--- config.mk ---
export PLATFORM = sky130hd
export DESIGN_NAME = assoc_tag_cache_random_replace
export DESIGN_NICKNAME = d
export VERILOG_FILES = /design/src/atc_pkg.sv /design/src/atc_tag_ram.sv /design/src/atc_victim.sv /design/src/assoc_tag_cache_random_replace.sv
export SDC_FILE = /design/constraint.sdc
export NUM_CORES = 2
export LEC_CHECK = 0
export ABC_AREA = 0
export BUFFER_PORTS_ARGS = -buffer_cell sky130_fd_sc_hd__buf_2
export CAP_MARGIN = 5
export CORE_ASPECT_RATIO = 0.5
export CORE_MARGIN = 3
export CORE_UTILIZATION = 38
export DETAILED_ROUTE_END_ITERATION = 6
export PLACE_DENSITY = 0.64
export SYNTH_ARGS = -nofsm -noshare
export SYNTH_HDL_FRONTEND = slang
export SYNTH_HIERARCHICAL = 1
export SYNTH_SLANG_ARGS = --single-unit
--- constraint.sdc ---
create_clock -name clk -period 6.5 [get_ports clk]
set_input_delay 0.325 -clock clk [delete_from_list [all_inputs] [get_ports clk]]
set_output_delay 0.325 -clock clk [all_outputs]
set_load 0.005 [all_outputs]
--- src/atc_pkg.sv ---
// Shared types, codes and helpers for the associative tag cache.
// Used by atc_victim, assoc_tag_cache_random_replace, atc_reply_checker and tb.
package atc_pkg;

	localparam int OBJ_ID_W   = 16;
	localparam int SLOT_OUT_W = 6;
	localparam int MODE_W     = 3;
	localparam int SEED_W     = 16;

	localparam logic [MODE_W-1:0] MODE_LOOKUP = 3'd0;
	localparam logic [MODE_W-1:0] MODE_FREE   = 3'd1;
	localparam logic [MODE_W-1:0] MODE_MARK   = 3'd2;
	localparam logic [MODE_W-1:0] MODE_FLUSH  = 3'd3;
	localparam logic [MODE_W-1:0] MODE_CLEAR  = 3'd4;

	localparam logic [SEED_W-1:0] LFSR_TAPS  = 16'hB400;
	localparam logic [SEED_W-1:0] LFSR_RESET = 16'd1;

	typedef enum logic [1:0] {
		ST_IDLE,
		ST_SCAN,
		ST_VREAD,
		ST_FIN
	} st_t;

	typedef struct packed {
		logic              start;
		logic              commit;
		logic              load;
		logic [SEED_W-1:0] seed;
	} vic_ctrl_t;

	function automatic logic [SEED_W-1:0] lfsr_step(input logic [SEED_W-1:0] s);
		logic [SEED_W-1:0] n;
		n = s >> 1;
		if (s[0]) begin
			n = n ^ LFSR_TAPS;
		end
		return n;
	endfunction

endpackage

--- src/atc_tag_ram.sv ---
// Identifier store: one write port, one read port with registered data.
// No dependencies.
module atc_tag_ram #(
	parameter int DEPTH = 64,
	parameter int WIDTH = 16
) (
	input  logic                     clk,
	input  logic                     we,
	input  logic [$clog2(DEPTH)-1:0] waddr,
	input  logic [WIDTH-1:0]         wdata,
	input  logic [$clog2(DEPTH)-1:0] raddr,
	output logic [WIDTH-1:0]         rdata
);

	logic [WIDTH-1:0] mem_q [DEPTH];

	always_ff @(posedge clk) begin
		if (we) begin
			mem_q[waddr] <= wdata;
		end
	end

	always_ff @(posedge clk) begin
		rdata <= mem_q[raddr];
	end

endmodule

--- src/atc_victim.sv ---
// Victim generator: Galois LFSR and a two-stage reciprocal-multiply remainder unit.
// Depends on atc_pkg.
module atc_victim import atc_pkg::*; #(
	parameter int CACHE_ENTRIES  = 64,
	parameter int RESERVED_SLOTS = 10
) (
	input  logic                             clk,
	input  logic                             arst_n,
	input  vic_ctrl_t                        ctrl,
	output logic [$clog2(CACHE_ENTRIES)-1:0] victim
);

	localparam int SLOT_W = $clog2(CACHE_ENTRIES);
	localparam int SPAN   = CACHE_ENTRIES - RESERVED_SLOTS;
	localparam int RCP_SH = SEED_W + SLOT_W;
	localparam int RCP_W  = RCP_SH + 1;
	localparam int PROD_W = SEED_W + RCP_W;
	localparam int BACK_W = SEED_W + SLOT_W;
	localparam logic [RCP_W-1:0] RCP =
		RCP_W'(((64'd1 << RCP_SH) + 64'(SPAN) - 64'd1) / 64'(SPAN));

	logic [SEED_W-1:0] lfsr_q;
	logic [SEED_W-1:0] nxt_q;
	logic [SEED_W-1:0] quot_s1;
	logic [SLOT_W-1:0] rem_s2;
	logic [PROD_W-1:0] prod;
	logic [BACK_W-1:0] diff;

	assign prod   = PROD_W'(nxt_q) * PROD_W'(RCP);
	assign diff   = BACK_W'(nxt_q) - BACK_W'(quot_s1) * BACK_W'(SPAN);
	assign victim = SLOT_W'(RESERVED_SLOTS) + rem_s2;

	always_ff @(posedge clk or negedge arst_n) begin
		if (!arst_n) begin
			lfsr_q <= LFSR_RESET;
		end else begin
			if (ctrl.load) begin
				lfsr_q <= (ctrl.seed == '0) ? LFSR_RESET : ctrl.seed;
			end else if (ctrl.commit) begin
				lfsr_q <= nxt_q;
			end
		end
	end

	always_ff @(posedge clk) begin
		if (ctrl.start) begin
			nxt_q <= lfsr_step(lfsr_q);
		end
		quot_s1 <= prod[RCP_SH +: SEED_W];
		rem_s2  <= diff[SLOT_W-1:0];
	end

endmodule

--- src/assoc_tag_cache_random_replace.sv ---
// Fully associative tag cache with pseudo-random replacement.
// Lookup, free and mark: the result follows the one-slot-a-cycle scan of the identifier
// RAM; a lookup that must evict also reads the victim's identifier before its result.
// Flush: one result per dirty slot (a single result if none); the scan stalls on the output.
// Clear and unused modes skip the scan. Next transfer in the cycle after the last result loads.
// Async reset clears valid/dirty bits and sets seed and LFSR to 1.
module assoc_tag_cache_random_replace import atc_pkg::*; #(
	parameter int CACHE_ENTRIES  = 64,
	parameter int RESERVED_SLOTS = 10,
	parameter int ID_BITS        = 16
) (
	input  logic        clk,
	input  logic        arst_n,
	input  logic        s_tvalid,
	output logic        s_tready,
	input  logic [15:0] s_tdata,  // [15:0] object_id
	input  logic [2:0]  s_tuser,  // [2:0] mode
	output logic        m_tvalid,
	input  logic        m_tready,
	output logic [31:0] m_tdata,  // hit, slot[6], slot_known, fetch_needed,
	                              // writeback_valid, writeback_id[16], zero pad
	output logic        m_tlast,
	input  logic        psel,
	input  logic        penable,
	input  logic        pwrite,
	input  logic [2:0]  paddr,
	input  logic [31:0] pwdata,
	output logic [31:0] prdata,
	output logic        pready
);

	localparam int SLOT_W = $clog2(CACHE_ENTRIES);
	localparam int CNT_W  = SLOT_W + 1;

	st_t                      state_q, state_d;
	logic [MODE_W-1:0]        mode_q;
	logic [ID_BITS-1:0]       id_q;
	logic [CNT_W-1:0]         cnt_q;
	logic [SLOT_W-1:0]        idx_s1;
	logic                     vld_s1;
	logic                     found_q, free_found_q, pend_q;
	logic [SLOT_W-1:0]        found_slot_q, free_slot_q, pend_slot_q;
	logic [ID_BITS-1:0]       pend_id_q;
	logic [CACHE_ENTRIES-1:0] valid_q, dirty_q;
	logic [SEED_W-1:0]        seed_q;

	logic                     out_valid_q;
	logic                     hit_q, known_q, fetch_q, wbv_q, last_q;
	logic [SLOT_OUT_W-1:0]    slot_q;
	logic [OBJ_ID_W-1:0]      wbid_q;

	logic [MODE_W-1:0]        s_mode;
	logic                     acc, out_free, out_ld, fin_go, stall, issuing;
	logic                     hit_now, dv_now, cfg_wr;
	logic                     res_hit, res_known, res_fetch, res_wbv, res_last;
	logic [SLOT_W-1:0]        res_slot;
	logic [OBJ_ID_W-1:0]      res_wbid;
	logic                     ram_we;
	logic [SLOT_W-1:0]        ram_waddr, ram_raddr, victim;
	logic [ID_BITS-1:0]       rdata;
	logic                     vic_commit;
	vic_ctrl_t                vic;

	assign s_mode   = s_tuser;
	assign s_tready = (state_q == ST_IDLE);
	assign acc      = s_tvalid && s_tready;
	assign out_free = !out_valid_q || m_tready;
	assign issuing  = cnt_q < CNT_W'(CACHE_ENTRIES);
	assign hit_now  = valid_q[idx_s1] && (rdata == id_q);
	assign dv_now   = valid_q[idx_s1] && dirty_q[idx_s1];
	assign cfg_wr   = psel && penable && pwrite && pready;

	assign pready = 1'b1;
	assign prdata = paddr[2] ? '0 : 32'(seed_q);

	assign vic = '{start: acc && (s_mode == MODE_LOOKUP), commit: vic_commit,
		load: cfg_wr && !paddr[2], seed: pwdata[SEED_W-1:0]};
	assign ram_raddr  = (state_q == ST_SCAN) ? (stall ? idx_s1 : cnt_q[SLOT_W-1:0]) : victim;

	atc_tag_ram #(
		.DEPTH (CACHE_ENTRIES),
		.WIDTH (ID_BITS)
	) u_ram (
		.clk   (clk),
		.we    (ram_we),
		.waddr (ram_waddr),
		.wdata (id_q),
		.raddr (ram_raddr),
		.rdata (rdata)
	);

	atc_victim #(
		.CACHE_ENTRIES  (CACHE_ENTRIES),
		.RESERVED_SLOTS (RESERVED_SLOTS)
	) u_victim (
		.clk    (clk),
		.arst_n (arst_n),
		.ctrl   (vic),
		.victim (victim)
	);

	always_comb begin
		state_d    = state_q;
		out_ld     = 1'b0;
		fin_go     = 1'b0;
		stall      = 1'b0;
		ram_we     = 1'b0;
		ram_waddr  = victim;
		vic_commit = 1'b0;
		res_hit    = 1'b0;
		res_slot   = '0;
		res_known  = 1'b0;
		res_fetch  = 1'b0;
		res_wbv    = 1'b0;
		res_wbid   = '0;
		res_last   = 1'b0;
		unique case (state_q)
			ST_IDLE: begin
				if (s_tvalid) begin
					if (s_mode != MODE_CLEAR && s_mode <= MODE_FLUSH) begin
						state_d = ST_SCAN;
					end else begin
						state_d = ST_FIN;
					end
				end
			end
			ST_SCAN: begin
				if (mode_q == MODE_FLUSH && vld_s1 && dv_now && pend_q) begin
					res_slot  = pend_slot_q;
					res_known = 1'b1;
					res_wbv   = 1'b1;
					res_wbid  = OBJ_ID_W'(pend_id_q);
					if (out_free) begin
						out_ld = 1'b1;
					end else begin
						stall = 1'b1;
					end
				end
				if (!issuing && !vld_s1) begin
					if (mode_q == MODE_LOOKUP && !found_q && !free_found_q) begin
						state_d = ST_VREAD;
					end else begin
						state_d = ST_FIN;
					end
				end
			end
			ST_VREAD: begin
				state_d = ST_FIN;
			end
			ST_FIN: begin
				if (out_free) begin
					fin_go   = 1'b1;
					out_ld   = 1'b1;
					res_last = 1'b1;
					state_d  = ST_IDLE;
					case (mode_q)
						MODE_LOOKUP: begin
							res_known = 1'b1;
							if (found_q) begin
								res_hit  = 1'b1;
								res_slot = found_slot_q;
							end else if (free_found_q) begin
								res_slot  = free_slot_q;
								res_fetch = 1'b1;
								ram_we    = 1'b1;
								ram_waddr = free_slot_q;
							end else begin
								res_slot   = victim;
								res_fetch  = 1'b1;
								res_wbv    = dirty_q[victim];
								res_wbid   = dirty_q[victim] ? OBJ_ID_W'(rdata) : '0;
								ram_we     = 1'b1;
								ram_waddr  = victim;
								vic_commit = 1'b1;
							end
						end
						MODE_FREE, MODE_MARK: begin
							if (found_q) begin
								res_hit   = 1'b1;
								res_known = 1'b1;
								res_slot  = found_slot_q;
							end
						end
						MODE_FLUSH: begin
							if (pend_q) begin
								res_slot  = pend_slot_q;
								res_known = 1'b1;
								res_wbv   = 1'b1;
								res_wbid  = OBJ_ID_W'(pend_id_q);
							end
						end
						default: begin
						end
					endcase
				end
			end
			default: begin
				state_d = ST_IDLE;
			end
		endcase
	end

	always_ff @(posedge clk or negedge arst_n) begin
		if (!arst_n) begin
			state_q <= ST_IDLE;
		end else begin
			state_q <= state_d;
		end
	end

	always_ff @(posedge clk or negedge arst_n) begin
		if (!arst_n) begin
			cnt_q        <= '0;
			vld_s1       <= 1'b0;
			found_q      <= 1'b0;
			free_found_q <= 1'b0;
			pend_q       <= 1'b0;
			valid_q      <= '0;
			dirty_q      <= '0;
			seed_q       <= LFSR_RESET;
			out_valid_q  <= 1'b0;
		end else begin
			if (acc) begin
				cnt_q        <= '0;
				vld_s1       <= 1'b0;
				found_q      <= 1'b0;
				free_found_q <= 1'b0;
				pend_q       <= 1'b0;
			end else if (state_q == ST_SCAN && !stall) begin
				if (issuing) begin
					cnt_q  <= cnt_q + 1'b1;
					vld_s1 <= 1'b1;
				end else begin
					vld_s1 <= 1'b0;
				end
				if (vld_s1) begin
					if (hit_now) begin
						found_q <= 1'b1;
					end
					if (!valid_q[idx_s1]) begin
						free_found_q <= 1'b1;
					end
					if (dv_now) begin
						pend_q <= 1'b1;
					end
				end
			end
			if (fin_go) begin
				case (mode_q)
					MODE_LOOKUP: begin
						if (ram_we) begin
							valid_q[ram_waddr] <= 1'b1;
							dirty_q[ram_waddr] <= 1'b0;
						end
					end
					MODE_FREE: begin
						if (found_q) begin
							valid_q[found_slot_q] <= 1'b0;
							dirty_q[found_slot_q] <= 1'b0;
						end
					end
					MODE_MARK: begin
						if (found_q) begin
							dirty_q[found_slot_q] <= 1'b1;
						end
					end
					MODE_CLEAR: begin
						valid_q <= '0;
					end
					default: begin
					end
				endcase
			end
			if (vic.load) begin
				seed_q <= vic.seed;
			end
			if (out_ld) begin
				out_valid_q <= 1'b1;
			end else if (m_tready) begin
				out_valid_q <= 1'b0;
			end
		end
	end

	always_ff @(posedge clk) begin
		if (acc) begin
			mode_q <= s_mode;
			id_q   <= ID_BITS'(s_tdata);
		end
		if (state_q == ST_SCAN && !stall) begin
			idx_s1 <= cnt_q[SLOT_W-1:0];
			if (vld_s1) begin
				if (hit_now && !found_q) begin
					found_slot_q <= idx_s1;
				end
				if (!valid_q[idx_s1] && !free_found_q) begin
					free_slot_q <= idx_s1;
				end
				if (dv_now) begin
					pend_slot_q <= idx_s1;
					pend_id_q   <= rdata;
				end
			end
		end
		if (out_ld) begin
			hit_q   <= res_hit;
			slot_q  <= SLOT_OUT_W'(res_slot);
			known_q <= res_known;
			fetch_q <= res_fetch;
			wbv_q   <= res_wbv;
			wbid_q  <= res_wbid;
			last_q  <= res_last;
		end
	end

	assign m_tvalid = out_valid_q;
	assign m_tlast  = last_q;
	assign m_tdata  = {6'b0, wbid_q, wbv_q, fetch_q, known_q, slot_q, hit_q};

`ifndef NO_ASSERTIONS
	a_stall_flush: assert property (@(posedge clk) disable iff (!arst_n)
		stall |-> (mode_q == MODE_FLUSH && pend_q))
		else $error("scan stalled outside a flush with a pending writeback");

	a_alloc_valid: assert property (@(posedge clk) disable iff (!arst_n)
		(fin_go && mode_q == MODE_LOOKUP) |=> valid_q[$past(res_slot)])
		else $error("lookup result slot not valid afterwards");

	a_s1_idle: assert property (@(posedge clk) disable iff (!arst_n)
		(state_q != ST_SCAN) |-> !vld_s1)
		else $error("scan stage busy outside the scan state");

	a_fetch_miss: assert property (@(posedge clk) disable iff (!arst_n)
		(out_valid_q && fetch_q) |-> (!hit_q && known_q && last_q))
		else $error("fetch request on a hit or without a slot");
`endif

endmodule

Yosys cells after proc, flatten, opt, wreduce, memory -nomap -nowiden
Memories as Yosys holds them, arrays and structs flattened. A register that Yosys moved wholly into a read port is not among the register bits.
Index checks and enable logic that the tools add are counted.
{ "totals": {"register_bits": 293, "ram_bits": 1024, "input_bits": 61, "output_inout_bits": 68, "word_cells": 220, "n_memories": 1} }
{ "mem_list": {"columns": ["name", "depth", "word_bits", "rd", "rd_ports_with_merged_regs", "write_ports", "line_no", "text"], "rows": [
  ["u_ram.mem_q", 64, 16, 1, 1, 1, "atc_tag_ram.sv:15", "logic [WIDTH-1:0] mem_q [DEPTH];"]
]} }
{ "op_classes": {"addsub": 3, "n_mul": 2, "order_cmp": 8, "n_eq_ne": 16, "n_mux": 99, "bitwise": 8, "n_reduce_logical": 54} }
{ "ops": {"columns": ["op", "n"], "rows": [
  ["$pmux 64 s3", 2],
  ["$mux 64", 5],
  ["$and 64x64->64", 3],
  ["$mux 16", 10],
  ["$not 64->64", 2],
  ["$or 64x64->64", 2],
  ["$mux 6", 12],
  ["$pmux 16 s2", 2],
  ["$mux 1", 47],
  ["$mul 16x17->33 const B", 1],
  ["$lt 6x7->1 const B", 4],
  ["$reduce_and 3->1", 8],
  ["$mux 7", 3],
  ["$logic_and 1x1->1", 19],
  ["$bmux 1 s6", 3],
  ["$pmux 6 s3", 1],
  ["$eq 16x16->1", 1],
  ["$logic_not 16->1", 1],
  ["$mux 14", 1],
  ["$ne 2x2->1 const B", 7],
  ["$reduce_bool 2->1", 7],
  ["$demux 1 s6", 2],
  ["$ge 6x1->1 const B", 2],
  ["$pmux 6 s2", 1],
  ["27 further kinds", 44]
]} }

Longest topological paths before layout
{ "logic_depth": {"depth_word": 14, "depth_mapped": 20, "depth_no_buf": 19} }

Modules after synthesis
The synthesis kept the hierarchy.
{ "by_module_without_submodules": {"columns": ["mod", "n_inst", "cells_per_inst", "area_each_um2"], "rows": [
  ["atc_tag_ram", 1, 1820, 39978.3],
  ["assoc_tag_cache_random_replace", 1, 1260, 13125.1],
  ["atc_victim", 1, 498, 5636.7]
]} }

Least setup slack after synthesis
OpenSTA, ideal clock, no wires.
{ "synth_timing": {"kind": "reg-to-reg", "startpoint": "register u_victim.nxt_q[4]", "endpoint": "register u_victim.quot_s1[4]", "arrival_time_ps": 4887, "required_time_ps": 6428, "setup_slack_ps": 1541, "stages_incl_launch_ff": 16, "n_path_buf": 0, "period_less_slack_ps": 4959, "cell_sequence": "edfxtp_1 > inv_1 > fa_1 > inv_1 > fa_1 > fa_1 > fa_1 > fa_1 > fa_1 > ha_1 > a2111oi_2 > o21ai_1 > a22oi_1 > nor2_1 > a2111oi_2 > xnor2_1"} }
{ "synth_via": {"elab_chain_cells": 1} }
{ "synth_rtl": {"columns": ["item", "line_no", "text"], "rows": [
  ["from (decl)", "atc_victim.sv:23", "logic [SEED_W-1:0] nxt_q;"],
  ["from (signal assigned)", "atc_victim.sv:47", "nxt_q <= lfsr_step(lfsr_q);"],
  ["$mul 16x17->33", "atc_victim.sv:29", "assign prod = PROD_W'(nxt_q) * PROD_W'(RCP);"],
  ["net u_victim.prod[26]", "atc_victim.sv:26", "logic [PROD_W-1:0] prod;"],
  ["to (signal assigned)", "atc_victim.sv:49", "quot_s1 <= prod[RCP_SH +: SEED_W];"],
  ["to (decl)", "atc_victim.sv:24", "logic [SEED_W-1:0] quot_s1;"]
]} }
The timed path passes the listed nets, and every way through them passes these cells.
A chain may end at the register's enable or synchronous reset.

Worst setup path in the final report
Same ends and word-level chain as after synthesis.

==> reports/results.tsv <==
metric	value	unit
status	finished clean	
fp-row-count	101	
fp.dieW	562	um
dieArea	160000	um2
antenna_found_initial	2	
clockBufferDepth	3	
worst_slew_pin_slew	1210	ps
skew	46.4	ps
postCtsSetupBuffers	0	
dp_hpwl	91100	um
netlist_top_cells_area	edfxtp_1 (58%), mux4_2 (9.9%), dfrtp_1 (7.3%), fa_1 (3.3%), mux2i_1 (2.4%)	
synthArstFlopShare	13.1	%
fin_nets	4060	
drv_slew	0	
n_antenna_cell	0	
grt_overflow	0	
crit_type	reg -> reg	
p_seq_share	36.1	%
ys_seq_area_share	65.9	%
startpoint_type	register	
p_int	18.3	mW
synth_top_area_share	57.6	%
io_pins	129	
ys_seq_elements	1327	
min_path_type	in -> async	
netlist_area	58700	um2
rsz0062_at_grt	false	
cp_data_arrival_time	6380	ps
cts.repair.resized	0	
core	153000	um2
switchingPower	10.1	mW
fmax	175	MHz
final_common_cell	edfxtp_1	
port-buffer-count	87	
clk_pin_slew_worst_paths	60	ps
cts.sinks	1327	
drv_cap	0	
die_y	284	um
routed_via_density	5.61	
synth_ff_type	edfxtp_1	
drtIter0Drc	3252	
end_kind	register	
fill_cells	13400	
htree_num_levels	3	
fin_crit	5720	ps
comb_power_share	38.2	%
vias	33400	
setup_tns	0	ps
cts_hold_buf	38	
pwr-share-clk	25.7	%
gp_congestion	0.863	
clk_latency	740	ps
synth.distinct_cells	86	
track_usage	18.2	%
leakage	23.4	nW
avgSynthCellArea	16.4	um2
path_max_fanout	7	
netSwitchingFraction	35.5	%
drive_above_1_share	19.7	%
grt_pass1_vias	33800	
cts_tree	built	
mostFrequentLayoutCells	edfxtp_1 (1126), mux4_2 (259), a21oi_1 (225), o21ai_0 (216), dfrtp_1 (172)	
root_buffer	clkbuf_16	
syn_inst	3578	
power	28.4	mW
cts_buffers	120	
drt_pass1_iterations	6	
finalHoldViolations	0	
slew_headroom	19.0	%
p_per_area	426	nW/um2
setup_viol	0	
finalCritPeriodShare	88.0	%
ant_nets	0	
avgRoutedWirePerCell	24.7	um
yosysTopAreaCell	edfxtp_1	
grt_pass1_wl	220000	um
worstPathRequired	7170	ps
initial_utilization	38.5	%
synth-edff-count	1126	
area_growth	13.3	%
ir_drop	0.338	mV
ys_warn_count	6	
drt_wl_total	147000	um
grt_start_max_net_pins	128	
route.detailed.drc	0	
-- routing by layer --
layer	track usage, %	part of all wire (%)	up-vias
met2	29.7	48	1321
met3	2.80	6.8	279
met1	25.1	42	17500
met5	0	0	-
li1	-	-	14300
met4	5.86	3.0	0
-- power groups by stage --
stage | clock network (mW) | logic, mW | registers (mW)
floorplan | 0 | 7.01 | 10.3
global placement | 0 | 10.7 | 10.4
detailed placement | 0 | 10.8 | 10.4
CTS | 7.43 | 10.9 | 10.2
global route | 7.78 | 11.6 | 10.3
finish | 7.29 | 10.8 | 10.2
-- synthesized netlist by cell type (96+ instances only) --
master / instances
edfxtp_1: 1126
mux4_2: 259
a21oi_1: 226
o21ai_0: 217
dfrtp_1: 172
inv_1: 150
mux2i_1: 141
nand2_1: 128
nor2_1: 127
nor2b_1: 116
clkbuf_1: 107
ha_1: 107
fa_1: 96
-- registers in the layout (all words and copies together) (netlist names), 6 cells and up --
name             flops
u_ram/mem_q       1024
u_victim/rem_s2      6
pend_slot_q          6
cnt_q                7
pend_id_q           16
free_slot_q          6
dirty_q             64
wbid_q              16
id_q                16
found_slot_q         6
seed_q              16
valid_q             64
u_victim/lfsr_q     16
slot_q               6
u_victim/nxt_q      16
u_ram/rdata         16
idx_s1               6
-- path summary, 6_finish.rpt --
path	from	depth (start not counted)	slack [ps]	end
setup / recovery	u_victim/nxt_q[4]	15	780	u_victim/quot_s1[4]
max in group asynchronous	arst_n	3	4500	dirty_q[15]
setup reg to reg	u_victim/nxt_q[4]	15	780	u_victim/quot_s1[4]
hold reg to reg	u_victim/lfsr_q[4]	0	450	u_victim/nxt_q[3]
hold / removal	arst_n	2	270	u_victim/lfsr_q[7]
min in group clk	s_tdata[0]	2	290	id_q[0]
-- cell families (layout without fill, tap and decap cells) --
group                      Yosys count  in the layout  synth area share, %
buffers and inverters              381            683                 3.27
muxes                              425            425                 13.1
AOI/OAI and AO/OA                  656            656                 6.81
DFF                               1327           1327                 65.9
xor gates and xnor gates            43             43                0.641
other                                2             23               0.0128
and+or+nand+nor                    541            541                 4.76
adders and majority gates          203            203                 5.55
-- layout make-up --
type	count	area (um2)	area share, %
sequential	1327	38700	58.2
multi-input combinational	1891	18300	27.5
clock buffer	153	3250	4.88
tap	2060	2580	3.87
timing repair buffer	303	2300	3.45
clock inverter	74	816	1.23
inverter	153	574	0.863
-- critical path: stages, from the launching register on --
cell and delay (ps):
edfxtp_1 640, inv_1 240, fa_1 630, inv_1 70
fa_1 470, fa_1 500, fa_1 570, fa_1 440
fa_1 470, ha_1 220, a2111oi_2 270, o21ai_1 120
a22oi_1 370, nor2_1 120, a2111oi_2 370, xnor2_1 160
-- stage by stage --
stage	hold slack (ps)	instance area [um2]	std cells	worst slack (ps)	utilization, %
after global routing	271	66500	5961	479	43.6
after detailed placement	432	62100	5695	767	40.7
final	268	66500	5961	781	43.6
after CTS	243	66500	5960	729	43.6
after global placement	425	62100	5695	757	40.7
after floorplan	29.4	58800	3599	1540	-
No activity file was read; power rests on OpenSTA's default activity.
